### src/design/bf3_pkg.sv
// Shared types, constants and helpers of the 3x3 RGB box filter.
package bf3_pkg;

	localparam int PIX_W             = 8;
	localparam int COORD_W           = 12;
	localparam int CFG_DATA_W        = 13;
	localparam int CFG_IDX_W         = 1;
	localparam int DEFAULT_MAX_WIDTH = 4096;
	localparam int MAX_HEIGHT        = 4096;
	localparam int RESET_WIDTH       = 640;
	localparam int RESET_HEIGHT      = 480;
	localparam int MIN_SIZE          = 3;
	localparam int OUT_DEPTH         = 4;

	// Sum of three 8-bit samples, and of nine.
	localparam int COLSUM_W = 10;
	localparam int SUM_W    = 12;

	// floor(x / 9) == (x * 3641) >> 15 for every x below 4096.
	localparam int DIV9_MUL   = 3641;
	localparam int DIV9_SHIFT = 15;
	localparam int PROD_W     = SUM_W + DIV9_SHIFT;

	localparam logic [PIX_W-1:0] ALPHA_OPAQUE = 8'hFF;

	typedef enum logic [CFG_IDX_W-1:0] {
		CFG_FRAME_WIDTH  = 1'b0,
		CFG_FRAME_HEIGHT = 1'b1
	} cfg_reg_t;

	typedef struct packed {
		logic [PIX_W-1:0] red;
		logic [PIX_W-1:0] green;
		logic [PIX_W-1:0] blue;
	} rgb_t;

	typedef struct packed {
		rgb_t older;
		rgb_t newer;
	} line_pair_t;

	typedef struct packed {
		logic               valid;
		logic               emit;
		logic               last;
		logic [COORD_W-1:0] col;
		logic [COORD_W-1:0] row;
	} pix_ctl_t;

	typedef struct packed {
		rgb_t               mean;
		logic [COORD_W-1:0] col;
		logic [COORD_W-1:0] row;
		logic               last;
	} result_t;

	function automatic logic [PIX_W-1:0] div9(input logic [SUM_W-1:0] sum);
		logic [PROD_W-1:0] prod;
		prod = PROD_W'(sum) * PROD_W'(DIV9_MUL);
		return prod[DIV9_SHIFT +: PIX_W];
	endfunction

endpackage

### src/design/bf3_out_fifo.sv
// Small result queue that decouples the filter pipeline from the consumer.
module bf3_out_fifo #(
	parameter int DEPTH = bf3_pkg::OUT_DEPTH,
	parameter int PTR_W = (DEPTH > 1) ? $clog2(DEPTH) : 1,
	parameter int CNT_W = $clog2(DEPTH + 1)
) (
	input  logic             clk,
	input  logic             arst_n,
	input  logic             push,
	input  bf3_pkg::result_t push_data,
	input  logic             pop,
	output logic             valid,
	output bf3_pkg::result_t data,
	output logic [CNT_W-1:0] count
);
	import bf3_pkg::*;

	result_t          fifo_q [DEPTH];
	logic [PTR_W-1:0] wr_ptr_q, rd_ptr_q;
	logic [CNT_W-1:0] count_q;

	function automatic logic [PTR_W-1:0] next_ptr(input logic [PTR_W-1:0] ptr);
		return (ptr == PTR_W'(DEPTH - 1)) ? '0 : ptr + PTR_W'(1);
	endfunction

	always_ff @(posedge clk) begin
		if (push) begin
			fifo_q[wr_ptr_q] <= push_data;
		end
	end

	always_ff @(posedge clk or negedge arst_n) begin
		if (!arst_n) begin
			wr_ptr_q <= '0;
			rd_ptr_q <= '0;
			count_q  <= '0;
		end else begin
			if (push) begin
				wr_ptr_q <= next_ptr(wr_ptr_q);
			end
			if (pop) begin
				rd_ptr_q <= next_ptr(rd_ptr_q);
			end
			count_q <= count_q + CNT_W'(push) - CNT_W'(pop);
		end
	end

	assign valid = (count_q != '0);
	assign data  = fifo_q[rd_ptr_q];
	assign count = count_q;

endmodule

### config.mk
export PLATFORM = sky130hd
export DESIGN_NAME = bf3_out_fifo
export DESIGN_NICKNAME = d
export VERILOG_FILES = /design/src/design/bf3_pkg.sv /design/src/design/bf3_out_fifo.sv
export SDC_FILE = /design/constraint.sdc
export NUM_CORES = 1
export LEC_CHECK = 0
export BUFFER_PORTS_ARGS = -buffer_cell sky130_fd_sc_hd__buf_2
export CORE_MARGIN = 2
export CORE_UTILIZATION = 45
export DETAILED_ROUTE_END_ITERATION = 10
export GPL_TIMING_DRIVEN = 0
export PLACE_DENSITY = 0.76
export SLEW_MARGIN = 20
export SYNTH_ARGS = -nofsm -noshare
export SYNTH_HDL_FRONTEND = slang
export SYNTH_SLANG_ARGS = --single-unit
### constraint.sdc
create_clock -name clk -period 2.5 [get_ports clk]
set_input_delay 0.25 -clock clk [delete_from_list [all_inputs] [get_ports clk]]
set_output_delay 0.25 -clock clk [all_outputs]
set_load 0.01 [all_outputs]
==> impl_metrics.tcl <==
set metrics [dict create \
    peakVddDrop_uv 689 \
    status "finished clean" \
    finClkSkew_ns 0.00532 \
    setup_ws_ns 0.241 \
    cp_max_fo 10 \
    path_clk_slew_ns 0.06 \
    ys_top_cells_by_area "edfxtp_1 (78%), mux4_2 (14%), dfrtp_1 (2.3%), buf_12 (1.3%), ha_1 (1.2%)" \
    synth_common_cells "edfxtp_1 (196), mux4_2 (48), dfrtp_1 (7), ha_1 (7), inv_1 (6)" \
    fmax_mhz 443 \
    synth_edf_count 196 \
    ys_types 19 \
    insertion_delay_ns 0.48 \
    place_ws_ns 0.707 \
    max_cap_viol_count 0 \
    path_class "reg2out" \
    tritoncts "built" \
    ys_warn_count 0 \
    die_x_um 133 \
    yosysSeqAreaShare_pct 80.4 \
    num-nets-final 534 \
    avgViaCountPerCell 5.04 \
    io_pins 106 \
    dp_hpwl_um 7920 \
    dieArea_um2 17800 \
    syn-num-nets 353 \
    area_delta_synth_final_pct 26.5 \
    crit_top_cell "buf_2" \
    period_minus_slack_ns 2.26 \
    power_leakage_nw 3.35 \
    numCtsBuffers 20 \
    gp_congestion 0.721 \
    worst_pin_slew_ns 0.419 \
    port_buffers 105 \
    arrival_ns 2.01 \
    drv_slew 0 \
    grt_overflow 0 \
    slowest_delay_ns 0.37 \
    finalNonFillerCells 708 \
    initial_core_util_pct 45.8 \
    synth_ff_type "edfxtp_1" \
    synth_top_area_cell "edfxtp_1" \
    crit_buf_inv 3 \
    grt_use_total_pct 14.9 \
    crit_path_start_kind "flop" \
    place_inst 621 \
    first_pass_iters 4 \
    postRouteAntennaNets 0 \
    antenna_found_initial 1 \
    hp-class "in2reg" \
    fill_cells 1198 \
    synth_seq_cells 203 \
    final_cell_area_um2 9530 \
    synth.avg_cell_area_um2 25.8 \
    postCtsSetupBuffers 0 \
    total_power_mw 10.4 \
    postSynthCellCount 292 \
    cp.required_ns 2.25 \
    cp_top_family "buffers and inverters" \
    path_cells "clkbuf_1 > buf_2 > mux4_1 > buf_2" \
    grt_first_pass_wirelength_um 20500 \
    avgRoutedWirePerCell_um 18.3 \
    grt_setup_unrepaired "no" \
    grt_pass1_vias 3913 \
    drt_iter0_markers 173 \
    design.core.area_um2 16500 \
    grt_max_degree 31 \
    yosysMostFrequentCell "edfxtp_1" \
    drc 0 \
    rows 47 \
    root_buffer "clkbuf_16" \
    slew_headroom_pct 72.0 \
    cts_sinks 203 \
    slowest_stage "mux4_1" \
    drive_gt1_share_pct 41.9 \
    async_flop_share_pct 3.45 \
    setup_viol_count_final 0 \
    netlist_area_um2 7540 \
    dpl-instance-area_um2 8430 \
    crit_path_end_kind "output port" \
    cts_buffer_depth 3 \
    dieHeight_um 133 \
    hold_viol_final 0 \
    vias 3568 \
    fin_crit_sh_pct 90.3 \
    netlist.area_leader.share_pct 78.1 \
    powerDensity_nw_per_um2 1090 \
    wl_um 13000 \
    h-tree-depth 1 \
]
==> what timing repair did <==
| action | CTS | global route |
|---|---|---|
| endpoints found under the setup margin | 0 | 0 |
| endpoints found under the hold margin | 200 | 0 |
| hold buffers | 50 | 0 |
| gates resized for setup | 0 | 0 |
==> worst paths after layout <==
path,startpoint,end,cells after the start,slack [ns]
worst max-delay path,rd_ptr_q[1],data[48],4,0.24
min in group asynchronous,arst_n,rd_ptr_q[1],2,0.15
max in group asynchronous,arst_n,rd_ptr_q[0],2,2.19
worst max register to register,count[0],count[2],8,0.78
worst min register to register,count[2],count[2],1,0.52
worst min-delay path,pop,rd_ptr_q[1],2,0.07
==> placed cells by master (no fill, tap or decap) <==
cell type	Yosys	routed
fa_1	1	1
xnor2_1	2	2
clkbuf_16	0	21
dlygate4sd3_1	0	50
buf_12	5	9
or3_1	1	1
buf_2	5	110
inv_1	6	6
clkbuf_1	1	8
clkinv_2	0	7
or3b_2	1	1
and2_4	0	4
buf_6	1	1
mux4_2	48	48
o21ai_0	2	2
diode_2	0	1
mux4_1	1	1
nand2_1	1	1
dfrtp_1	7	7
edfxtp_1	196	196
mux2_2	2	2
nor2_1	1	1
clkbuf_8	0	1
ha_1	7	7
==> power breakdown <==
| group | total (mW) | switching, mW | leakage (nW) | internal [mW] |
|---|---|---|---|---|
| logic | 3.18 | 1.59 | 1.17 | 1.59 |
| registers | 4.51 | 0.141 | 1.88 | 4.37 |
| clock network | 2.73 | 1.15 | 0.302 | 1.57 |
==> metrics by stage <==
stage	hold WS [ns]	setup TNS, ns	util [%]
floorplan	-0.0456	0	-
global placement	0.0850	-113.31	50.6
detailed placement	0.0895	0	51.2
CTS	0.0555	0	57.9
global route	0.0549	0	57.9
finish	0.0745	0	57.9
==> registers in the layout (all words and copies together), names as in the netlist <==
signal	flops
count	3
rd_ptr_q	2
fifo_q	196
wr_ptr_q	2
==> worst reg2reg max path, stage by stage, from the launching register on <==
cell and delay (ns):
dfrtp_1 0.37, inv_1 0.06, ha_1 0.27, inv_1 0.06, ha_1 0.13, inv_1 0.05, fa_1 0.37, xnor2_1 0.19
xnor2_1 0.14
==> area by class of cell <==
| type | count | area, um2 | area share [%] |
|---|---|---|---|
| diodes | 1 | 2.50 | 0.0263 |
| plain buffers | 12 | 140 | 1.47 |
| clock buffers | 29 | 566 | 5.93 |
| clock inverters | 7 | 35.0 | 0.368 |
| inverters | 6 | 22.5 | 0.236 |
| multi-input cells | 71 | 1320 | 13.9 |
| flip-flops and latches | 203 | 6060 | 63.6 |
| well taps | 220 | 275 | 2.89 |
| repair buffers | 159 | 1110 | 11.6 |
==> logic make-up (layout without fill, tap and decap cells) <==
family          Yosys count  count (layout)  share of synthesized area [%]
flops                   203             203                           80.4
mux                      51              51                           15.0
buf+inv                  18             213                           2.16
fa+ha+maj                 8               8                           1.43
simple gates              8               8                          0.631
compound gates            2               2                          0.133
xor+xnor                  2               2                          0.232
other cells               0               1                              0
==> routing by layer <==
metal | vias to the layer above | part of all wire (%) | track usage (%)
met5 | - | 0 | 0
li1 | 1602 | - | -
met1 | 1847 | 40 | 18.7
met4 | 0 | 0.90 | 3.61
met2 | 103 | 53 | 26.8
met3 | 16 | 5.8 | 3.20
No activity file was read; power rests on OpenSTA's default activity.
