[src/design/bf3_pkg.sv]
// Shared types, constants and helpers of the 3x3 RGB box filter.
package bf3_pkg;

	localparam int PIX_W             = 8;
	localparam int COORD_W           = 12;
	localparam int CFG_DATA_W        = 13;
	localparam int CFG_IDX_W         = 1;
	localparam int DEFAULT_MAX_WIDTH = 4096;
	localparam int MAX_HEIGHT        = 4096;
	localparam int RESET_WIDTH       = 640;
	localparam int RESET_HEIGHT      = 480;
	localparam int MIN_SIZE          = 3;
	localparam int OUT_DEPTH         = 4;

	// Sum of three 8-bit samples, and of nine.
	localparam int COLSUM_W = 10;
	localparam int SUM_W    = 12;

	// floor(x / 9) == (x * 3641) >> 15 for every x below 4096.
	localparam int DIV9_MUL   = 3641;
	localparam int DIV9_SHIFT = 15;
	localparam int PROD_W     = SUM_W + DIV9_SHIFT;

	localparam logic [PIX_W-1:0] ALPHA_OPAQUE = 8'hFF;

	typedef enum logic [CFG_IDX_W-1:0] {
		CFG_FRAME_WIDTH  = 1'b0,
		CFG_FRAME_HEIGHT = 1'b1
	} cfg_reg_t;

	typedef struct packed {
		logic [PIX_W-1:0] red;
		logic [PIX_W-1:0] green;
		logic [PIX_W-1:0] blue;
	} rgb_t;

	typedef struct packed {
		rgb_t older;
		rgb_t newer;
	} line_pair_t;

	typedef struct packed {
		logic               valid;
		logic               emit;
		logic               last;
		logic [COORD_W-1:0] col;
		logic [COORD_W-1:0] row;
	} pix_ctl_t;

	typedef struct packed {
		rgb_t               mean;
		logic [COORD_W-1:0] col;
		logic [COORD_W-1:0] row;
		logic               last;
	} result_t;

	function automatic logic [PIX_W-1:0] div9(input logic [SUM_W-1:0] sum);
		logic [PROD_W-1:0] prod;
		prod = PROD_W'(sum) * PROD_W'(DIV9_MUL);
		return prod[DIV9_SHIFT +: PIX_W];
	endfunction

endpackage

[src/design/bf3_window.sv]
// Column sums, 3x3 window accumulation and divide-by-nine of the box filter.
module bf3_window (
	input  logic                clk,
	input  logic                arst_n,
	input  bf3_pkg::pix_ctl_t   ctl_s1,
	input  bf3_pkg::rgb_t       pix_s1,
	input  bf3_pkg::line_pair_t line_rd,
	output bf3_pkg::line_pair_t line_wr,
	output logic                push,
	output bf3_pkg::result_t    push_data
);
	import bf3_pkg::*;

	logic [2:0][PIX_W-1:0]    old_c, new_c, cur_c;
	logic [2:0][COLSUM_W-1:0] cs_cur;
	logic [2:0][COLSUM_W-1:0] cs_a_q, cs_b_q;
	logic [2:0][SUM_W-1:0]    sum_d, sum_s2;
	logic                     emit_s2;
	logic [COORD_W-1:0]       col_s2, row_s2;
	logic                     last_s2;

	assign old_c = line_rd.older;
	assign new_c = line_rd.newer;
	assign cur_c = pix_s1;

	// The row above moves down one line; the incoming pixel becomes the row above.
	assign line_wr = '{older: line_rd.newer, newer: pix_s1};

	// cs_a_q holds the column two back, cs_b_q the column one back.
	always_comb begin
		for (int ch = 0; ch < 3; ch++) begin
			cs_cur[ch] = COLSUM_W'(old_c[ch]) + COLSUM_W'(new_c[ch]) + COLSUM_W'(cur_c[ch]);
			sum_d[ch]  = SUM_W'(cs_a_q[ch]) + SUM_W'(cs_b_q[ch]) + SUM_W'(cs_cur[ch]);
		end
	end

	always_ff @(posedge clk) begin
		if (ctl_s1.valid) begin
			cs_a_q  <= cs_b_q;
			cs_b_q  <= cs_cur;
			sum_s2  <= sum_d;
			col_s2  <= ctl_s1.col;
			row_s2  <= ctl_s1.row;
			last_s2 <= ctl_s1.last;
		end
	end

	always_ff @(posedge clk or negedge arst_n) begin
		if (!arst_n) begin
			emit_s2 <= 1'b0;
		end else begin
			emit_s2 <= ctl_s1.valid & ctl_s1.emit;
		end
	end

	assign push = emit_s2;

	always_comb begin
		push_data.mean.red   = div9(sum_s2[2]);
		push_data.mean.green = div9(sum_s2[1]);
		push_data.mean.blue  = div9(sum_s2[0]);
		push_data.col        = col_s2;
		push_data.row        = row_s2;
		push_data.last       = last_s2;
	end

endmodule

[config.mk]
export PLATFORM = sky130hd
export DESIGN_NAME = bf3_window
export DESIGN_NICKNAME = d
export VERILOG_FILES = /design/src/design/bf3_pkg.sv /design/src/design/bf3_window.sv
export SDC_FILE = /design/constraint.sdc
export NUM_CORES = 1
export LEC_CHECK = 0
export ABC_AREA = 1
export BUFFER_PORTS_ARGS = -buffer_cell sky130_fd_sc_hd__buf_2
export CAP_MARGIN = 30
export CORE_MARGIN = 3
export CORE_UTILIZATION = 54
export CTS_CLUSTER_SIZE = 28
export DETAILED_ROUTE_END_ITERATION = 8
export HOLD_SLACK_MARGIN = 0.15
export PLACE_DENSITY = 0.78
export RECOVER_POWER = 50
export SLEW_MARGIN = 20
export SYNTH_ARGS = -nofsm -noshare
export SYNTH_HDL_FRONTEND = slang
export SYNTH_SLANG_ARGS = --single-unit
[constraint.sdc]
create_clock -name clk -period 3.8 [get_ports clk]
set_input_delay 0 -clock clk [delete_from_list [all_inputs] [get_ports clk]]
set_output_delay 0 -clock clk [all_outputs]
set_load 0.05 [all_outputs]
==> results.json <==
{
  "min_period_ps": 4590,
  "stdcell_count": 2325,
  "skew_ps": 11.2,
  "cts_tree": "built",
  "maxCapViolations": 1,
  "worstPathMaxFanout": 4,
  "place_inst": 2238,
  "crit_path_start_kind": "flop",
  "ff_latch_area_um2": 3660,
  "portBuffers": 198,
  "max-slew-margin-rel_pct": -163,
  "hold_viol": 0,
  "grt_usage_pct": 23.6,
  "failed_checks": "max-capacitance violations, max-slew violations, negative setup slack",
  "crit_start": "sum_s2[1]",
  "status": "finished, violations left",
  "drt_iter0_drc": 507,
  "r2r-start": "cs_b_q[1]",
  "worst_pin_slew_ps": 3940,
  "place.gp.congestion": 0.969,
  "postLayoutCellArea_um2": 19400,
  "ys_ff_latch": 122,
  "start_util_pct": 55.7,
  "grt-ovfl-total": 0,
  "synth-edff-count": 121,
  "antenna_found_initial": 0,
  "clkTransAtPathRegs_ps": 50,
  "fill_cells": 1808,
  "postLayoutCoreUtil_pct": 73.4,
  "drt_wl_total_um": 34500,
  "placed_area_um2": 17300,
  "end_kind": "output pin",
  "num_antenna_cells": 0,
  "slew_violations": 74,
  "cts_made_buffers": 17,
  "reg2reg_slack_ps": 1280,
  "finalWorstSetupSlack_ps": -792,
  "synthTopCellsByArea": "edfxtp_1, ha_1, fa_1, inv_1, nand2_1",
  "synthesis.area_um2": 14800,
  "yosysSeqAreaShare_pct": 24.8,
  "worstSetupPathType": "reg -> out",
  "critical_path_arrival_ps": 4590,
  "root_buffer": "clkbuf_16",
  "routed_via_density": 5.04,
  "rows": 59,
  "rsz0062_at_grt": "true",
  "yosysTopAreaCell": "edfxtp_1",
  "clk-insertion-delay-late_ps": 410,
  "syn_inst": 1616,
  "ioPinCount": 199,
  "yosysWarnings": 0,
  "clockBufferDepth": 2,
  "ant_nets": 0,
  "multi_input_area_um2": 10500,
  "fmax_ghz": 0.218,
  "wl_per_cell_um": 14.8,
  "drt_first_pass_iters": 5,
  "yosysTopAreaCellShare_pct": 24.6,
  "fin_crit_sh_pct": 121,
  "avgSynthCellArea_um2": 9.14,
  "num_vias": 11700,
  "cts.sinks": 122,
  "die_area_um2": 29400,
  "hp-class": "in -> reg",
  "grt_pass1_wl_um": 56300,
  "setup_violations": 24,
  "die_h_um": 171,
  "place_ws_ps": -493,
  "core_um2": 26500,
  "required_ps": 3800,
  "grt_max_degree": 75,
  "area_growth_pct": 31.7,
  "ys.flop_type": "edfxtp_1",
  "die_x_um": 171,
  "cts_max_level": 4,
  "drc": 0,
  "synth-async-reset-ratio_pct": 0.820,
  "ys_types": 34,
  "final_layout_size_suffix_gt1_share_pct": 28.1,
  "syn-num-nets": 2113,
  "nets": 2474,
  "grt_pass1_vias": 12400,
  "dpl.hpwl_um": 27200,
  "hold_start": "line_rd[0]"
}
layer usage:
| metal | vias up | GRT usage (%) | share of wire, % |
|---|---|---|---|
| met2 | 334 | 42.7 | 51 |
| met1 | 5516 | 30.0 | 43 |
| met5 | - | 0 | 0 |
| met4 | 0 | 6.44 | 2.2 |
| met3 | 64 | 3.03 | 4.2 |
| li1 | 5794 | - | - |
registers in the layout, summed over array words and instances (netlist names):
signal	flops
cs_a_q	30
col_s2	12
push	1
sum_s2	36
cs_b_q	30
last_s2	1
row_s2	12
timing repair:
item / 4_1_cts / 5_1_grt
setup endpoints to repair: 24 / 35
resized for setup: 142 / 83
hold buffers: 34 / 0
pin swaps: 52 / 47
hold endpoints to repair: 31 / 0
setup buffers: 12 / 9
cloned: 0 / 0
through the flow:
step | hold WS, ps | setup TNS (ps)
detailed placement | -220 | -9160
finish | 199 | -16840
floorplan | -296 | -1570
global placement | -223 | -7070
global route | 218 | -21160
CTS | 183 | -16160
cells in the final DEF, fill, tap and decap left out, types with 13 or more instances in the layout:
cell / count
clkbuf_1: 56
nand3_2: 13
buf_8: 18
nand2_4: 24
fa_1: 145
nor2_1: 54
ha_1: 206
nand2_1: 184
o21ai_0: 13
nor2_2: 14
a21oi_1: 57
nand4_1: 17
ha_4: 40
edfxtp_1: 121
a21o_1: 22
nand3_1: 48
a21oi_2: 23
buf_4: 157
inv_1: 386
clkbuf_16: 17
nand2_2: 39
inv_2: 31
buf_2: 118
xor2_1: 34
dlygate4sd3_1: 34
critical path, cell delays in order, from the launching register on:
cell and delay (ps):
edfxtp_1 370, inv_2 70, fa_1 560, inv_2 60, ha_4 270, inv_2 40, fa_1 530, inv_2 50
fa_1 500, inv_1 50, fa_1 510, inv_2 50, ha_4 250, a21o_1 200, nor2_2 100, nor2_1 50
nor2_1 120, o21ai_2 90, inv_2 60, nand2_2 60, nand2_4 70, buf_8 140
cell families (layout without fill, tap and decap cells):
logic type,after synthesis,count (layout),share of synthesized area (%)
flops,122,122,24.8
fa+ha+maj,396,396,41.0
compound gates,149,149,5.71
xor+xnor,51,51,3.02
buf+inv,466,840,13.1
simple gates,432,432,12.4
final timing paths:
check,cells past startpoint,end
max in group asynchronous,3,push
setup reg to reg,10,sum_s2[7]
hold / removal,3,cs_b_q[1]
hold reg to reg,0,cs_a_q[18]
min in group asynchronous,3,push
setup / recovery,21,push_data[27]
synth_stat cells (2+ instances only):
| cell type | instances |
|---|---|
| a21o_1 | 22 |
| xor2_1 | 38 |
| nor4_1 | 3 |
| o21ai_2 | 3 |
| nand2_2 | 4 |
| xnor2_1 | 13 |
| nand2_1 | 244 |
| a31oi_1 | 3 |
| nor3_1 | 9 |
| o21a_1 | 3 |
| or2_1 | 5 |
| ha_1 | 249 |
| edfxtp_1 | 121 |
| o21ai_1 | 8 |
| nor2_1 | 76 |
| nand3_1 | 63 |
| a21oi_1 | 82 |
| o21bai_1 | 6 |
| nand3b_1 | 4 |
| inv_2 | 8 |
| o21ai_0 | 20 |
| fa_1 | 147 |
| and3_1 | 2 |
| buf_4 | 49 |
| nand4_1 | 17 |
| inv_1 | 409 |
area by class of cell:
cell class	count	share of cell area [%]
inverter	417	8.05
timing repair buffer	391	13.8
clock inverter	12	0.959
clock buffer	20	2.40
multi-input combinational	1028	53.8
sequential	122	18.8
tap	335	2.16
Power is not shown: default switching activity piles up to over one toggle a cycle in this logic, so the estimate is an artifact.
